$ cat src/design/brsp_ram.sv
// Generic single-clock RAM: one write port, one read port, registered read data.
// No dependencies.
module brsp_ram #(
    parameter int WIDTH = 8,
    parameter int DEPTH = 256
) (
    input  logic                     i_clk,
    input  logic                     i_we,
    input  logic [$clog2(DEPTH)-1:0] i_waddr,
    input  logic [WIDTH-1:0]         i_wdata,
    input  logic                     i_re,
    input  logic [$clog2(DEPTH)-1:0] i_raddr,
    output logic [WIDTH-1:0]         o_rdata
);

    logic [WIDTH-1:0] r_mem [DEPTH];
    logic [WIDTH-1:0] r_rdata;

    // Write port
    always_ff @(posedge i_clk) begin
        if (i_we) begin
            r_mem[i_waddr] <= i_wdata;
        end
    end

    // Read port; data holds while no read is issued
    always_ff @(posedge i_clk) begin
        if (i_re) begin
            r_rdata <= r_mem[i_raddr];
        end
    end

    assign o_rdata = r_rdata;

endmodule

$ cat config.mk
export PLATFORM = sky130hd
export DESIGN_NAME = brsp_ram
export DESIGN_NICKNAME = d
export VERILOG_FILES = /design/src/design/brsp_ram.sv
export SDC_FILE = /design/constraint.sdc
export NUM_CORES = 2
export LEC_CHECK = 0
export BUFFER_PORTS_ARGS = -buffer_cell sky130_fd_sc_hd__buf_2
export CAP_MARGIN = 15
export CORE_MARGIN = 8
export CORE_UTILIZATION = 55
export CTS_CLUSTER_SIZE = 28
export DETAILED_ROUTE_END_ITERATION = 12
export PLACE_DENSITY = 0.81
export SKIP_CTS_REPAIR_TIMING = 1
export SLEW_MARGIN = 20
export SYNTH_ARGS = -nofsm -noshare
export SYNTH_HDL_FRONTEND = slang
export SYNTH_SLANG_ARGS = --single-unit
$ cat constraint.sdc
create_clock -name i_clk -period 2.4 [get_ports i_clk]
set_input_delay 0.12 -clock i_clk [delete_from_list [all_inputs] [get_ports i_clk]]
set_output_delay 0.12 -clock i_clk [all_outputs]
set_load 0.01 [all_outputs]
Word level (Yosys, flattened, before mapping):

Memory sizes are Yosys's and may differ from the RTL's. A register that Yosys moved wholly into a read port is not among the register bits.
Cells that the tools add are included.

* word-level logic and storage cells: 3
* memories: 1
* input port bits: 27
* memory bits (writable): 2048
* register bits: 0
* output and inout bits: 8

* mux-type cells: 2

Memories
* r_mem: depth 256, width 8, rd ports 1, clocked after memory_dff 1, wr ports 1, line 16 `logic [WIDTH-1:0] r_mem [DEPTH];`

Operators with widths (count)
* $mux 1: 2

Logic depth before layout (Yosys ltp):

* word-level depth: 2
* depth in mapped cells: 11
* depth with buffers taken out: 6

Worst setup path after synthesis:

Ideal clock, no wire load.

* path kind: input port to flip-flop
* start point: input port i_raddr[0]
* end point: register r_rdata[2], in the netlist o_rdata[2] (read register of r_mem), data pin
* slack: 0.204 ns
* arrival time: 1.927 ns
* path buffers: 4
* library setup time: 0.269 ns
* stages: 9
* cells stage by stage: buf_6 > buf_12 > buf_8 > buf_2 > mux4_2 > a22oi_1 > a21oi_1 > nor4_1 > nor4_2

RTL lines
* start: declaration: line 12 `input logic [$clog2(DEPTH)-1:0] i_raddr,`
* end: declaration: line 17 `logic [WIDTH-1:0] r_rdata;`

==> run summary <==
Walking the worst path, the cells encountered are mux4_2 > a22o_1 > a221oi_2 > o221ai_1 > a211oi_1 > buf_4 > nor4_2. The worst setup path is launched from a flop. The maximum fanout count along the critical path is 1, and the via count of the first global-routing pass is 44300.

The flow ran to the end, but the final reports show violations. The tools report the worst endpoint required time as 2.95 ns. The synthesized design contains 2056 register bits. Max-cap violations in this run came to 0.

The power per cell area was 788 mW/mm2. The y dimension of the die was 397 um; the met2 wire length was 102 mm. The run gives 378 MHz as the achievable clock frequency. The share of cells above drive strength 1 works out to 0.326.

In this run, synthesis inferred 2056 flip-flops with an integrated enable. The final count of hold timing violations was 0. The layout net count was 4431.

For the final database, setup skew stands at 0.0284 ns. The detailed router finished its first iteration with 6728 violations. From synthesis to final layout, the design area changed by 17.1%. Wire segments on met3 add up to 27.9 mm in the final route. The distinct cell type count after synthesis came out at 54. The run gives 0.554 as the starting utilization of the core area. The floorplan step set the die width to 397 um. For this design the static power due to leakage is 30.2 nW. The largest single stage delay on the critical path is 0.50 ns.

The worst register-to-register path has a setup slack of -0.25 ns. The clock passes through at most 3 buffers. Setup repair after global routing could not meet its margin everywhere. The worst hold path belongs to the class input pin to flop. Counting cells, the worst reg-to-reg path comes to 7. The clock power share is 0.402, and the switching power total is 0.0158 W. The first global-routing pass estimated 302 mm of wire. Synthesis produced a netlist with a net count of 3760. The internal portion of the total power is 0.0578 W. IR analysis of the VDD net gives a maximum drop of 733 uV. The final worst-path cycle share was 1.10; the sum of net half-perimeters after detailed placement was 128 mm.

At the end of routability-driven placement, the weighted congestion stood at 0.928. The run gives 0 as the warning count from the yosys run. The cell at the root of the clock tree was clkbuf_16.

For the worst setup path, the data arrival time is 3.20 ns. TritonCTS built the clock tree. The number of sinks driven by the clock tree is 2056, and the clock transition time at the flip-flop clock pins of the worst setup and hold paths is 0.07 ns.

For the portion of total power attributed to combinational logic, the log shows 0.058. TritonCTS created 189 clock buffers. The final antenna-violating net count came out at 0. The type of element capturing the critical path is a flop. Number of buffers and inverters on the critical path: 1. The remaining global-route overflow came out at 0.

The run gives 0.0796 mm2 as the netlist area before placement. At the later pin of the worst-skew pair, clock insertion delay measures 0.82 ns. The library cells used most frequently in the layout, excluding fill and tap cells, are edfxtp_1, buf_4, mux4_2, nor2_1, clkbuf_16.

For the pin with the worst max-slew slack, the measured transition is 0.830 ns. The first detailed-routing pass took 6 iterations. The fraction of power spent switching nets came out at 0.214.

Area of the die: 0.157 mm2. The detailed router put a total of 70.2 mm of wire on met1. The routed length per placed instance was 33.0 um.

The largest net degree at the start of global routing was 99; the setup slack of the critical path after layout was -0.246 ns. The gate family responsible for the most delay along the worst path is compound AO/OA/AOI/OAI gates. The checks that failed: negative setup slack. The most used flip-flop cell after synthesis is edfxtp_1. The number of antenna violations at the first check in global routing is 9, and the share of synthesized registers carrying an async set or reset is 0. Setup total negative slack on the finished layout was measured at -0.694 ns. The tools report the number of placement rows as 139. In this run the standard cell core region covers 0.144 mm2. The tools report the fraction of the yosys area taken by sequential cells as 0.775. The power consumption came out at 0.0735 W. Leaving out fill and tap cells, the most frequent cell in the layout is edfxtp_1.

The count of buffers inserted at the top-level ports was 34; the number of instances in the synthesized netlist was 3733. The post-route core utilization is 0.649. Routed signal wires occupy layers up through met5.

Setup violations remaining at the end of the flow were counted as 8. The run gives 0 as the number of slew-limit violations in the final report. In this run the number of H-tree levels came out at 4.

At the placement stage, the worst setup path has a slack of -1.14 ns. For the number of filler instances in the final layout, the log shows 8572. The standard cell with the maximum stage delay on the critical path was mux4_2. Final wirelength: 213 mm. The setup path with the least slack is of type flop to flop. Each instance of the synthesized netlist takes up on average 21.3 um2.

The relative contribution of sequential cells to total power was 0.539. After detailed routing, the number of vias per cell comes to 6.83. The number of cells on the critical path is 7, and the total number of vias is 44200. In the routed design, unresolved DRC markers number 0. End point of the critical path: o_rdata[3]. The minimum period implied by the final worst setup slack is 2.65 ns, and the relative slew slack is 0.447. The launch point of the worst path was r_mem[27][3]. The global-route usage over all layers came out at 0.262. The worst register-to-register path ends at o_rdata[3].

35 I/O pins were placed. The startpoint identified for the worst register-to-register timing path is r_mem[27][3].
[worst min-delay path by stage]
stage	from	to	slack [ns]	cells past startpoint
global placement	i_re	o_rdata[1]	0.59	1
floorplan	i_wdata[0]	r_mem[0][0]	0.22	0
global route	i_wdata[1]	r_mem[241][1]	0.02	1
finish	i_wdata[1]	r_mem[243][1]	0.04	1
detailed placement	i_re	o_rdata[1]	0.59	1
CTS	i_re	o_rdata[1]	-0.28	1
[synthesized netlist by cell type, drive strengths merged, types with 2 or more instances]
cell type / count / area share
and2: 6 / 0.00047
o22a: 5 / 0.00055
clkbuf: 111 / 0.0052
o32ai: 5 / 0.00064
a22o: 8 / 0.00088
buf: 122 / 0.013
nand3: 34 / 0.0021
a21oi: 96 / 0.0060
nand2b: 8 / 0.00063
nor2: 282 / 0.013
a211oi: 16 / 0.0015
o221ai: 47 / 0.0052
a311oi: 2 / 0.00022
or2: 4 / 0.00031
a221oi: 14 / 0.0016
nand4: 10 / 0.00079
edfxtp: 2056 / 0.78
nor2b: 31 / 0.0024
o211ai: 10 / 0.00094
nor3: 22 / 0.0014
and3b: 2 / 0.00022
nand3b: 2 / 0.00019
nand2: 33 / 0.0016
a2111oi: 5 / 0.00066
a31oi: 2 / 0.00016
mux4: 456 / 0.13
mux2i: 134 / 0.017
o22ai: 28 / 0.0022
a22oi: 133 / 0.013
o21ai: 12 / 0.00075
nor4: 27 / 0.0024
[worst reg2reg max path, stage by stage (launching register included)]
cell and delay, ns:
edfxtp_1 0.36, mux4_2 0.50, a22o_1 0.31, a221oi_2 0.38, o221ai_1 0.25, a211oi_1 0.37, buf_4 0.19, nor4_2 0.04
[metrics by stage]
step	hold slack [ns]	instance area, um2	instances
floorplan	0.219	79600	3733
global placement	0.589	86700	6109
detailed placement	0.588	86800	6111
CTS	-0.283	92700	6453
global route	0.0239	93200	6458
finish	0.0357	93300	6466
[power by group through the flow]
| stage | registers [W] | logic [W] | clock network (W) |
|---|---|---|---|
| 3_3_place_gp | 0.0404 | 0.00387 | 0 |
| 4_1_cts | 0.0397 | 0.00407 | 0.0297 |
| 5_1_grt | 0.0396 | 0.00441 | 0.0310 |
| 6_report | 0.0397 | 0.00428 | 0.0296 |
| 3_5_place_dp | 0.0404 | 0.00399 | 0 |
| 2_1_floorplan | 0.0404 | 0.00192 | 0 |
[sequential cells by signal (all words and copies together) (netlist names)]
signal   count
o_rdata      8
r_mem     2048
[cell families after synthesis]
kind of cell / count (synthesis) / synth area share
mux: 591 / 0.146
flops: 2056 / 0.775
compound gates: 385 / 0.0342
simple gates: 466 / 0.0263
buf+inv: 235 / 0.0183
[area by class of cell]
class,count,area [um2],share of cell area
Multi-Input combinational cell,1442,16900,0.181
Clock inverter,110,1070,0.0115
Clock buffer,232,4910,0.0527
Antenna cell,8,20.0,0.000215
Timing Repair Buffer,713,6200,0.0665
Sequential cell,2056,61700,0.662
Inverter,2,7.51,0.0000805
Tap cell,1903,2380,0.0255
[routing by layer]
| layer | vias up | track usage |
|---|---|---|
| met2 | 3999 | 0.424 |
| li1 | 17000 | - |
| met3 | 733 | 0.0713 |
| met1 | 22400 | 0.333 |
| met4 | 4 | 0.127 |
| met5 | - | 0 |
Power figures use the tool's default switching activity.
